`src/hw/rtl/i2c_master_byte_engine_assert.svh`:
```
// Assertion macros shared by the I2C master byte engine RTL.
`ifndef I2C_MASTER_BYTE_ENGINE_ASSERT_SVH
`define I2C_MASTER_BYTE_ENGINE_ASSERT_SVH

// Check a property outside reset.
`define I2CM_ASSERT(lbl, clk, rst, prop) \
  lbl: assert property (@(posedge clk) disable iff (rst) (prop)) \
    else $error("i2cm assertion failed");

// Check a property at every clock edge, reset included.
`define I2CM_ASSERT_ALWAYS(lbl, clk, prop) \
  lbl: assert property (@(posedge clk) (prop)) \
    else $error("i2cm assertion failed");

`endif

```
`src/hw/rtl/i2cm_pkg.sv`:
```
// Shared types and constants for the I2C master byte engine.
package i2cm_pkg;

  localparam int unsigned QUEUE_DEPTH = 2;

  localparam int unsigned CFG_IDX_W  = 1;
  localparam int unsigned CFG_DATA_W = 8;

  localparam logic [CFG_IDX_W-1:0] CFG_PHASE_TICKS = 1'b0;
  localparam logic [CFG_IDX_W-1:0] CFG_ACK_LIMIT   = 1'b1;

  localparam logic [7:0] PHASE_TICKS_RESET = 8'd2;
  localparam logic [7:0] ACK_LIMIT_RESET   = 8'd250;

  localparam logic [2:0] OP_TICK  = 3'd0;
  localparam logic [2:0] OP_START = 3'd1;
  localparam logic [2:0] OP_STOP  = 3'd2;
  localparam logic [2:0] OP_WRITE = 3'd3;
  localparam logic [2:0] OP_READ  = 3'd4;
  localparam logic [2:0] OP_WAIT  = 3'd5;

  typedef enum logic [2:0] {
    KIND_TICK,
    KIND_START,
    KIND_STOP,
    KIND_WRITE,
    KIND_READ,
    KIND_WAIT
  } kind_t;

  typedef struct packed {
    kind_t      kind;
    logic [7:0] wr_byte;
    logic       give_ack;
    logic       sda_sample;
  } item_t;

  typedef struct packed {
    logic  valid;
    item_t item;
  } q_port_t;

endpackage

```
`src/hw/rtl/i2cm_front.sv`:
```
// Front end: accepts input items, classifies the op code and hands them to the queue.
module i2cm_front (
  input  logic              clk,
  input  logic              rst,
  input  logic              in_valid,
  output logic              in_stall,
  input  logic [2:0]        op,
  input  logic [7:0]        wr_byte,
  input  logic              give_ack,
  input  logic              sda_sample,
  input  logic              q_full,
  output i2cm_pkg::q_port_t push
);
  import i2cm_pkg::*;

  logic  held;
  item_t item;
  kind_t kind_next;
  logic  take;
  logic  send;

  always_comb begin
    unique case (op)
      OP_START: kind_next = KIND_START;
      OP_STOP:  kind_next = KIND_STOP;
      OP_WRITE: kind_next = KIND_WRITE;
      OP_READ:  kind_next = KIND_READ;
      OP_WAIT:  kind_next = KIND_WAIT;
      default:  kind_next = KIND_TICK;
    endcase
  end

  assign send     = held && !q_full;
  assign in_stall = held && q_full;
  assign take     = in_valid && !in_stall;

  always_ff @(posedge clk) begin
    if (rst) begin
      held <= 1'b0;
    end else if (take) begin
      held <= 1'b1;
    end else if (send) begin
      held <= 1'b0;
    end
    if (take) begin
      item.kind       <= kind_next;
      item.wr_byte    <= wr_byte;
      item.give_ack   <= give_ack;
      item.sda_sample <= sda_sample;
    end
  end

  assign push.valid = send;
  assign push.item  = item;

endmodule

```
`src/hw/rtl/i2cm_queue.sv`:
```
// Short FIFO of classified items between the front end and the bus engine.
module i2cm_queue #(
  parameter int unsigned QueueDepth = i2cm_pkg::QUEUE_DEPTH
) (
  input  logic              clk,
  input  logic              rst,
  input  i2cm_pkg::q_port_t push,
  output logic              full,
  output i2cm_pkg::q_port_t head,
  input  logic              pop
);
  import i2cm_pkg::*;

  localparam int unsigned PtrW = (QueueDepth > 1) ? $clog2(QueueDepth) : 1;
  localparam int unsigned CntW = $clog2(QueueDepth + 1);

  item_t            entries [QueueDepth];
  logic [PtrW-1:0]  wr_ptr;
  logic [PtrW-1:0]  rd_ptr;
  logic [CntW-1:0]  count;
  logic             do_push;

  function automatic logic [PtrW-1:0] ptr_inc(input logic [PtrW-1:0] p);
    ptr_inc = (p == PtrW'(QueueDepth - 1)) ? '0 : p + PtrW'(1);
  endfunction

  assign full       = (count == CntW'(QueueDepth));
  assign do_push    = push.valid && !full;
  assign head.valid = (count != '0);
  assign head.item  = entries[rd_ptr];

  always_ff @(posedge clk) begin
    if (rst) begin
      wr_ptr <= '0;
      rd_ptr <= '0;
      count  <= '0;
    end else begin
      if (do_push) begin
        wr_ptr <= ptr_inc(wr_ptr);
      end
      if (pop) begin
        rd_ptr <= ptr_inc(rd_ptr);
      end
      unique case ({do_push, pop})
        2'b10:   count <= count + CntW'(1);
        2'b01:   count <= count - CntW'(1);
        default: count <= count;
      endcase
    end
    if (do_push) begin
      entries[wr_ptr] <= push.item;
    end
  end

  `include "i2c_master_byte_engine_assert.svh"

  `I2CM_ASSERT_ALWAYS(a_count_bound, clk, rst || (count <= CntW'(QueueDepth)))
  `I2CM_ASSERT(a_no_pop_empty, clk, rst, pop |-> count != '0)

endmodule

```
`src/hw/rtl/i2cm_back.sv`:
```
// Bus engine: steps SCL/SDA phases one item per unstalled cycle, registers results.
module i2cm_back (
  input  logic                                clk,
  input  logic                                rst,
  input  logic                                cfg_we,
  input  logic [i2cm_pkg::CFG_IDX_W-1:0]      cfg_index,
  input  logic [i2cm_pkg::CFG_DATA_W-1:0]     cfg_data,
  input  i2cm_pkg::q_port_t                   head,
  output logic                                pop,
  output logic                                out_valid,
  input  logic                                out_stall,
  output logic                                scl_level,
  output logic                                sda_level,
  output logic                                busy_res,
  output logic                                done_res,
  output logic [7:0]                          rd_byte,
  output logic                                ack_failed
);
  import i2cm_pkg::*;

  typedef enum logic [3:0] {
    PH_IDLE, PH_ST_A, PH_ST_B, PH_SP_A, PH_SP_B, PH_WR_L,
    PH_WR_H, PH_RD_L, PH_RD_H, PH_AK_L, PH_AK_H, PH_WAIT
  } phase_t;

  logic [7:0] phase_ticks;
  logic [7:0] ack_limit;

  phase_t     phase, phase_next;
  logic       is_read, is_read_next;
  logic [3:0] bit_count, bit_count_next;
  logic [7:0] shift_byte, shift_byte_next;
  logic [7:0] tick_count, tick_count_next;
  logic [7:0] poll_count, poll_count_next;
  logic       ack_choice, ack_choice_next;
  logic       scl_drive, scl_drive_next;
  logic       sda_drive, sda_drive_next;
  logic       fail_flag, fail_flag_next;
  logic       done;
  logic       elapsed;
  logic [8:0] limit;
  item_t      it;

  assign it  = head.item;
  assign pop = head.valid && (!out_valid || !out_stall);

  assign limit   = {1'b0, (phase_ticks == 8'd0) ? 8'd1 : phase_ticks};
  assign elapsed = ({1'b0, tick_count} + 9'd1) >= limit;

  always_comb begin
    phase_next      = phase;
    is_read_next    = is_read;
    bit_count_next  = bit_count;
    shift_byte_next = shift_byte;
    tick_count_next = tick_count;
    poll_count_next = poll_count;
    ack_choice_next = ack_choice;
    scl_drive_next  = scl_drive;
    sda_drive_next  = sda_drive;
    fail_flag_next  = fail_flag;
    done            = 1'b0;
    if (phase == PH_IDLE && it.kind != KIND_TICK) begin
      is_read_next    = (it.kind == KIND_READ);
      fail_flag_next  = 1'b0;
      tick_count_next = 8'd0;
      bit_count_next  = 4'd0;
      unique case (it.kind)
        KIND_START: begin
          sda_drive_next = 1'b1;
          scl_drive_next = 1'b1;
          phase_next     = PH_ST_A;
        end
        KIND_STOP: begin
          sda_drive_next = 1'b0;
          scl_drive_next = 1'b0;
          phase_next     = PH_SP_A;
        end
        KIND_WRITE: begin
          scl_drive_next  = 1'b0;
          shift_byte_next = it.wr_byte;
          phase_next      = PH_WR_L;
        end
        KIND_READ: begin
          sda_drive_next  = 1'b1;
          scl_drive_next  = 1'b0;
          shift_byte_next = 8'd0;
          ack_choice_next = it.give_ack;
          phase_next      = PH_RD_L;
        end
        default: begin
          sda_drive_next  = 1'b1;
          scl_drive_next  = 1'b1;
          poll_count_next = 8'd0;
          phase_next      = PH_WAIT;
        end
      endcase
    end else if (phase == PH_WAIT) begin
      if (!it.sda_sample) begin
        scl_drive_next = 1'b0;
        phase_next     = PH_IDLE;
        done           = 1'b1;
      end else if (({1'b0, poll_count} + 9'd1) > {1'b0, ack_limit}) begin
        fail_flag_next  = 1'b1;
        sda_drive_next  = 1'b0;
        scl_drive_next  = 1'b0;
        tick_count_next = 8'd0;
        phase_next      = PH_SP_A;
      end else begin
        poll_count_next = poll_count + 8'd1;
      end
    end else if (phase != PH_IDLE) begin
      if (!elapsed) begin
        tick_count_next = tick_count + 8'd1;
      end else begin
        tick_count_next = 8'd0;
        unique case (phase)
          PH_ST_A: begin
            sda_drive_next = 1'b0;
            phase_next     = PH_ST_B;
          end
          PH_ST_B: begin
            scl_drive_next = 1'b0;
            phase_next     = PH_IDLE;
            done           = 1'b1;
          end
          PH_SP_A: begin
            scl_drive_next = 1'b1;
            sda_drive_next = 1'b1;
            phase_next     = PH_SP_B;
          end
          PH_SP_B: begin
            phase_next = PH_IDLE;
            done       = 1'b1;
          end
          PH_WR_L: begin
            sda_drive_next  = shift_byte[7];
            shift_byte_next = {shift_byte[6:0], 1'b0};
            scl_drive_next  = 1'b1;
            phase_next      = PH_WR_H;
          end
          PH_WR_H: begin
            scl_drive_next = 1'b0;
            bit_count_next = bit_count + 4'd1;
            if (bit_count >= 4'd7) begin
              phase_next = PH_IDLE;
              done       = 1'b1;
            end else begin
              phase_next = PH_WR_L;
            end
          end
          PH_RD_L: begin
            scl_drive_next = 1'b1;
            phase_next     = PH_RD_H;
          end
          PH_RD_H: begin
            shift_byte_next = {shift_byte[6:0], it.sda_sample};
            scl_drive_next  = 1'b0;
            bit_count_next  = bit_count + 4'd1;
            if (bit_count >= 4'd7) begin
              sda_drive_next = !ack_choice;
              phase_next     = PH_AK_L;
            end else begin
              phase_next = PH_RD_L;
            end
          end
          PH_AK_L: begin
            scl_drive_next = 1'b1;
            phase_next     = PH_AK_H;
          end
          PH_AK_H: begin
            scl_drive_next = 1'b0;
            phase_next     = PH_IDLE;
            done           = 1'b1;
          end
          default: begin
            phase_next = PH_IDLE;
          end
        endcase
      end
    end
  end

  always_ff @(posedge clk) begin
    if (rst) begin
      phase_ticks <= PHASE_TICKS_RESET;
      ack_limit   <= ACK_LIMIT_RESET;
      phase       <= PH_IDLE;
      is_read     <= 1'b0;
      bit_count   <= 4'd0;
      shift_byte  <= 8'd0;
      tick_count  <= 8'd0;
      poll_count  <= 8'd0;
      ack_choice  <= 1'b0;
      scl_drive   <= 1'b1;
      sda_drive   <= 1'b1;
      fail_flag   <= 1'b0;
      out_valid   <= 1'b0;
    end else begin
      if (cfg_we && cfg_index == CFG_PHASE_TICKS) begin
        phase_ticks <= cfg_data;
      end
      if (cfg_we && cfg_index == CFG_ACK_LIMIT) begin
        ack_limit <= cfg_data;
      end
      if (pop) begin
        phase      <= phase_next;
        is_read    <= is_read_next;
        bit_count  <= bit_count_next;
        shift_byte <= shift_byte_next;
        tick_count <= tick_count_next;
        poll_count <= poll_count_next;
        ack_choice <= ack_choice_next;
        scl_drive  <= scl_drive_next;
        sda_drive  <= sda_drive_next;
        fail_flag  <= fail_flag_next;
        out_valid  <= 1'b1;
        scl_level  <= scl_drive_next;
        sda_level  <= sda_drive_next;
        busy_res   <= (phase_next != PH_IDLE);
        done_res   <= done;
        rd_byte    <= is_read_next ? shift_byte_next : 8'd0;
        ack_failed <= fail_flag_next;
      end else if (!out_stall) begin
        out_valid <= 1'b0;
      end
    end
  end

  `include "i2c_master_byte_engine_assert.svh"

  `I2CM_ASSERT(a_idle_tick_clear, clk, rst, (phase == PH_IDLE) |-> (tick_count == 8'd0))
  `I2CM_ASSERT(a_bit_count_bound, clk, rst, bit_count <= 4'd8)
  `I2CM_ASSERT(a_pop_loads_result, clk, rst, pop |=> out_valid)

endmodule

```
`src/hw/rtl/i2c_master_byte_engine.sv`:
```
// Top level of the I2C master byte engine: front end, item queue and bus engine.
//
//   channel  direction  handshake            payload
//   in       input      in_valid / in_stall   op, wr_byte, give_ack, sda_sample
//   out      output     out_valid / out_stall scl_level, sda_level, busy_res,
//                                             done_res, rd_byte, ack_failed
//   cfg      input      cfg_we                cfg_index, cfg_data
//
// One item a cycle sustained while out_stall is low; an accepted item passes through the
// front register, the queue entry and the result register before its result is presented.
// Synchronous reset clears control state and loads phase_ticks 2, ack_limit 250.
// A stalled result holds while the queue and the front register absorb up to
// QueueDepth + 1 more items.
module i2c_master_byte_engine #(
  parameter int unsigned QueueDepth = i2cm_pkg::QUEUE_DEPTH
) (
  input  logic                            clk,
  input  logic                            rst,
  input  logic                            in_valid,
  output logic                            in_stall,
  input  logic [2:0]                      op,
  input  logic [7:0]                      wr_byte,
  input  logic                            give_ack,
  input  logic                            sda_sample,
  output logic                            out_valid,
  input  logic                            out_stall,
  output logic                            scl_level,
  output logic                            sda_level,
  output logic                            busy_res,
  output logic                            done_res,
  output logic [7:0]                      rd_byte,
  output logic                            ack_failed,
  input  logic                            cfg_we,
  input  logic [i2cm_pkg::CFG_IDX_W-1:0]  cfg_index,
  input  logic [i2cm_pkg::CFG_DATA_W-1:0] cfg_data
);
  import i2cm_pkg::*;

  q_port_t push;
  q_port_t head;
  logic    q_full;
  logic    pop;

  i2cm_front u_front (
    .clk        (clk),
    .rst        (rst),
    .in_valid   (in_valid),
    .in_stall   (in_stall),
    .op         (op),
    .wr_byte    (wr_byte),
    .give_ack   (give_ack),
    .sda_sample (sda_sample),
    .q_full     (q_full),
    .push       (push)
  );

  i2cm_queue #(
    .QueueDepth (QueueDepth)
  ) u_queue (
    .clk  (clk),
    .rst  (rst),
    .push (push),
    .full (q_full),
    .head (head),
    .pop  (pop)
  );

  i2cm_back u_back (
    .clk        (clk),
    .rst        (rst),
    .cfg_we     (cfg_we),
    .cfg_index  (cfg_index),
    .cfg_data   (cfg_data),
    .head       (head),
    .pop        (pop),
    .out_valid  (out_valid),
    .out_stall  (out_stall),
    .scl_level  (scl_level),
    .sda_level  (sda_level),
    .busy_res   (busy_res),
    .done_res   (done_res),
    .rd_byte    (rd_byte),
    .ack_failed (ack_failed)
  );

endmodule
```
`config.mk`:
```
export PLATFORM = sky130hd
export DESIGN_NAME = i2c_master_byte_engine
export DESIGN_NICKNAME = d
export VERILOG_FILES = /design/src/hw/rtl/i2cm_pkg.sv /design/src/hw/rtl/i2cm_front.sv /design/src/hw/rtl/i2cm_queue.sv /design/src/hw/rtl/i2cm_back.sv /design/src/hw/rtl/i2c_master_byte_engine.sv
export VERILOG_INCLUDE_DIRS = /design/src /design/src/hw/rtl
export SDC_FILE = /design/constraint.sdc
export NUM_CORES = 1
export LEC_CHECK = 0
export ABC_AREA = 1
export BUFFER_PORTS_ARGS = -buffer_cell sky130_fd_sc_hd__buf_2
export CAP_MARGIN = 20
export CORE_AREA = 2 2 110 112
export DETAILED_ROUTE_END_ITERATION = 10
export DIE_AREA = 0 0 112 114
export PLACE_DENSITY = 0.76
export SLEW_MARGIN = 20
export SYNTH_ARGS = -nofsm -noshare
export SYNTH_HDL_FRONTEND = slang
export SYNTH_SLANG_ARGS = --single-unit
```
`constraint.sdc`:
```
create_clock -name clk -period 2.72 [get_ports clk]
set_input_delay 0.544 -clock clk [delete_from_list [all_inputs] [get_ports clk]]
set_output_delay 0.544 -clock clk [all_outputs]
set_load 0.03 [all_outputs]
```
# Yosys cells after proc, flatten, opt, wreduce, memory -nomap -nowiden
# Memory sizes are Yosys's and may differ from the RTL's. A register that Yosys moved wholly into a read port is not among the register bits.
# Index checks and enable logic that the tools add are counted.
[totals]
regBits = 85
mem_count = 1
in_bits = 27
ramBits = 26
output_inout_bits = 15
wordCells = 183
[mem_list]
columns = ["name", "depth", "word_bits", "rd", "rd_ports_with_merged_regs", "wr", "line", "source"]
rows = [
  ["u_queue.entries", 2, 13, 1, 1, 1, "i2cm_queue.sv:17", "item_t entries [QueueDepth];"],
]
[op_classes]
eq_ne = 29
n_bitwise = 2
reduce_logical = 39
magnitude_cmp = 3
n_addsub = 9
n_mux = 73
[op_table]
columns = ["op", "n"]
rows = [
  ["$mux 8", 16],
  ["$mux 4", 12],
  ["$mux 1", 34],
  ["$pmux 8 s2", 2],
  ["$pmux 4 s7", 1],
  ["$add 8x1->9 const B", 2],
  ["$add 8x1->8 const B", 2],
  ["$eq 4x3->1 const B", 4],
  ["$eq 4x4->1 const B", 4],
  ["$pmux 4 s4", 1],
  ["$reduce_bool 2->1", 8],
  ["$pmux 3 s5", 1],
  ["$eq 3x2->1 const B", 4],
  ["$reduce_or 4->1", 3],
  ["$reduce_and 5->1", 2],
  ["$eq 3x3->1 const B", 3],
  ["$ge 9x8->1", 1],
  ["$gt 9x8->1", 1],
  ["$eq 4x2->1 const B", 2],
  ["$logic_and 1x1->1", 8],
  ["$logic_not 8->1", 1],
  ["$reduce_bool 4->1", 2],
  ["$eq 3x1->1 const B", 2],
  ["$ne 2x1->1 const B", 3],
  ["other kinds (25)", 36],
]

# Longest topological paths before layout
[logic_depth]
depth_word = 8
mapped_depth = 21
ltp_nobuf = 20

# Modules after synthesis
# A second synthesis with hierarchy kept.
[unflattened]
hier_cells = 710
hier_area_um2 = 5865.6
[modules_own_cells]
columns = ["mod", "seq_area_each_um2", "area_per_inst_um2", "cells_each", "n_inst"]
rows = [
  ["i2cm_back", 1471.4, 4177.8, 607, 1],
  ["i2cm_queue", 880.8, 1213.7, 76, 1],
  ["i2cm_front", 410.4, 474.2, 27, 1],
]

# Worst setup path after synthesis
# No wires, ideal clock.
[synth_timing]
path_kind = "register to register"
from = "register u_back.tick_count[0]"
to = "register u_back.busy_res, data pin"
t_required_ps = 2466
period_less_slack_ps = 2493
slack_ps = 227
t_arrival_ps = 2239
n_path_buf = 1
path_stages_with_launch = 19
setup_ps = 254
cell_sequence = "dfxtp_1 ha_1 nand2_1 o21ai_0 inv_1 ha_1 nand2_1 inv_1 nand2_1 nand3_1 nand2_1 nand2_1 nand2_1 clkbuf_1 nand3_1 nand3_1 nand3_1 nor2_1 nand2_1"
[synth_via]
elab_chain_cells = 7
[synth_lines]
columns = ["item", "line", "source"]
rows = [
  ["start, declared", "i2cm_back.sv:33", "logic [7:0] tick_count, tick_count_next;"],
  ["start signal, assigned", "i2cm_back.sv:210", "tick_count <= tick_count_next;"],
  ["$add 8x1->9", "i2cm_back.sv:48", "assign elapsed = ({1'b0, tick_count} + 9'd1) >= limit;"],
  ["$ge 9x8->1", "i2cm_back.sv:48", ""],
  ["$mux 4", "i2cm_back.sv:112", "if (!elapsed) begin"],
  ["$mux 4", "i2cm_back.sv:111", "end else if (phase != PH_IDLE) begin"],
  ["$mux 4", "i2cm_back.sv:97", "end else if (phase == PH_WAIT) begin"],
  ["$mux 4", "i2cm_back.sv:62", "if (phase == PH_IDLE && it.kind != KIND_TICK) begin"],
  ["$reduce_bool 4->1", "i2cm_back.sv:219", "busy_res <= (phase_next != PH_IDLE);"],
  ["end signal, assigned", "i2cm_back.sv:219", ""],
  ["end, declared", "i2cm_back.sv:14", "output logic busy_res,"],
]
# Every way passes these cells.
# A chain may end at the register's enable or synchronous reset.

# Worst setup path in the final report
[layout_timing]
from = "register u_back.poll_count[0]"
to = "register u_back.tick_count[3]"
[layout_via]
elab_chain_cells = 4
[layout_lines]
columns = ["item", "line", "source"]
rows = [
  ["start, declared", "i2cm_back.sv:34", "logic [7:0] poll_count, poll_count_next;"],
  ["start signal, assigned", "i2cm_back.sv:211", "poll_count <= poll_count_next;"],
  ["$add 8x1->9", "i2cm_back.sv:102", "end else if (({1'b0, poll_count} + 9'd1) > {1'b0, ack_limit}) begin"],
  ["$gt 9x8->1", "i2cm_back.sv:102", ""],
  ["$ne 3x2->1 (no source line)", "n/a", ""],
  ["$reduce_and 4->1 (no source line)", "n/a", ""],
]
# Every way passes these cells.

==> results.md <==
- Pre-CTS WS: -0.00843 ns
- RSZ-0062 raised after global routing: yes
- Global-route wire length before repair: 20,300 um
- Setup WS post-layout: 0.172 ns
- Total CTS buffers: 9
- Most common cell after layout, fill and taps aside: nand2_1
- Post-detail-place hpwl: 8750 um
- Clk buf depth: 2
- Synth warn: 0
- HP Class: in2reg
- CTS tree: done
- Hold_sp: wr_byte[2]
- Post-synthesis mux area share: 0%
- Fmax: 392 MHz
- CP dominant cell by count: nand2_1
- Mapped Area: 5680 um2
- CP Capture Type: register
- Ys async rst share: 0%
- CORE AREA: 11,700 um2
- Final wirelength: 12,300 um
- I/O Buffers: 41
- Leak pwr: 2.86 nW
- Initial core utilization: 48.5%
- Outcome: complete, no violations
- Hold Fails Final Rpt: 0
- Dpl cells: 873
- Final Non-Filler Cells: 898
- ANT cells: 0
- H-Tree Depth: 3
- Worst path bufs/invs: 1
- # clock sinks: 112
- Vias/cell: 5.35
- Worst hold slack: 0.363 ns
- Final GP Congestion: 0.884
- Required time of the critical path: 2.96 ns
- Share of layout cells above drive strength 1: 16.6%
- Fin. max-slew vios: 0
- Largest incremental delay on the critical path: 0.34 ns
- Clk slew on worst S/H paths: 0.08 ns
- Die area: 12,800 um2
- Netlist cell types: 39
- DR pass1 iterations: 5
- # DRC: 0
- Pwr/cell area: 1020 nW/um2
- Final core utilization: 55.2%
- Worst setup path startpoint: u_back.poll_count[0]$_SDFFE_PP0P_
- Worst setup SP type: register
- Total grt overflow: 0
- Worst vdd rail ir drop: 0.586 mV
- EDFF count, synth: 52
- Finished Cell Area: 6460 um2
- Maxcap violations: 0
- Vias in the first global route: 4,421
- WL met2: 5890 um
- Commonest non-fill, non-tap cells in the layout: 148 x nand2_1, 82 x inv_1, 73 x a21oi_1, 56 x dfxtp_1, 52 x edfxtp_1
- Largest family of logic cells by synthesized area: simple AND/OR/NAND/NOR gates
- Syn avg cell area: 8.14 um2
- Kind of critical path: reg2reg
- Post-synthesis xor/xnor area fraction: 1.54%
- Final setup viols: 0
- Largest net degree at the start of global routing: 25
- R2r startpoint: u_back.poll_count[0]$_SDFFE_PP0P_
- Compound-cell area share of the yosys netlist: 14.5%
- Slowest cell on the critical path: dfxtp_2
- Synthesized Nets: 745
- Crit share post-route: 93.7%
- P&R area growth vs syn: 13.7%
- Register bit total from synthesis: 112
- Clock Skew: 0.0124 ns
- Metal-1 WL: 5520 um
- Crit-path cells: ha_1 -> and3_1 -> nand3_1 -> xor2_1 -> inv_1 -> ha_1 -> a21o_1 -> a21oi_1 -> nand2_1 -> nand2_1 -> nand2_1 -> nand2_1 -> nand2_4 -> nand2_4 -> nand2_1 -> o21ai_1 -> nor2_1
- Post-Syn Instances: 698
- Fin nets: 793
- Met3 wire len: 688 um
- Slew HR: 53.7%
- Tmin final: 2.55 ns
- Routed vias: 4,805
- Worst-path maximum fanout: 6
- GRT Util Overall: 19.4%
- Synth Area in Simple Gates: 22.8%
- Chip height: 114 um
- Row cnt: 40
- Arr. time, crit path: 2.78 ns
- Initial antenna violation count: 0
- Post-DRT Antenna Nets: 0
- Total negative slack: 0 ns
- Tot Pwr: 6.61 mW
- Placement Cell Area: 6030 um2
- Post-synthesis adder-cell area fraction: 4.40%
- Worst slew pin tran: 0.693 ns
- Sequential fraction of the synthesis area: 48.6%
- Clock root cell: clkbuf_16
- Top Metal Used: met4
- Drt wl/cell: 13.7 um
- Crit-path leading delay family: simple AND/OR/NAND/NOR gates
- DIE WIDTH: 112 um
- Iter 0 DRT Violations: 330
- Ys flop type: dfxtp_1
- Clock Latency Late Sink: 0.36 ns
- Top Ports: 42
==> state kept, by name, summed over array words and instances, names as in the netlist, 2 cells and up, named ones only <==
register,cells
u_queue.entries,26
u_back.phase,4
u_back.poll_count,8
u_queue.count,2
u_back.rd_byte,8
u_back.tick_count,8
u_back.shift_byte,8
u_front.push,13
u_back.ack_limit,8
u_back.phase_ticks,8
u_back.bit_count,4
==> power breakdown <==
part | internal, mW | switching, mW
registers | 2.09 | 0.197
logic | 0.977 | 2.05
clock network | 0.647 | 0.648
==> cells by family (layout without fill, tap and decap cells) <==
family                   count (synthesis)  count (layout)
buffers and inverters                  116             167
flip-flops                             112             112
AND/OR/NAND/NOR                        293             295
adder cells (fa/ha/maj)                 20              20
XOR/XNOR                                10              10
AO/OA/AOI/OAI                          147             147
==> synthesized netlist by cell type (4+ instances only) <==
cell      instances  area, um2
nand4_1          17        106
a21oi_1          73        365
nand2_1         152        571
nor2_1           55        206
nand2_2           7       43.8
o211ai_1          9       67.6
o21bai_1          7       52.6
inv_2            11       41.3
dfxtp_1          60       1200
nor2_4            4       45.0
nor3_1            5       25.0
buf_2             4       20.0
ha_1             20        250
o21ai_1           7       35.0
nand3_1          41        205
edfxtp_1         52       1560
inv_1            82        308
xor2_1            9       78.8
clkbuf_1         14       52.6
o21ai_0          36        180
o32ai_1           4       35.0
==> final timing paths <==
| check | to | slack [ns] | cells after the start |
|---|---|---|---|
| hold reg to reg | u_queue.entries[0][7]$_DFFE_PP_ | 0.45 | 0 |
| setup reg to reg | u_back.tick_count[3]$_SDFFE_PP0P_ | 0.17 | 17 |
| setup / recovery | u_back.tick_count[3]$_SDFFE_PP0P_ | 0.17 | 17 |
| hold / removal | u_front.push[4]$_DFFE_PP_ | 0.36 | 1 |
==> metal layers <==
metal  global-route usage, %  vias to the layer above
met5                       0                        -
li1                        -                     2445
met2                    32.8                      136
met1                    25.2                     2206
met3                    3.61                       18
met4                    6.75                        0
==> layout make-up <==
cell class / count / area, um2
Tap cell: 147 / 184
Clock buffer: 9 / 225
Multi-Input combinational cell: 472 / 2530
Inverter: 93 / 349
Fill cell: 1050 / 5250
Sequential cell: 112 / 2770
Timing Repair Buffer: 58 / 344
Clock inverter: 7 / 63.8
==> timing repair <==
item,4_1_cts,5_1_grt
cloned,0,3
hold buffers,0,0
pin swaps,0,7
gates resized for setup,2,27
setup buffers,0,6
setup endpoints to repair,6,40
Power figures use the tool's default switching activity.
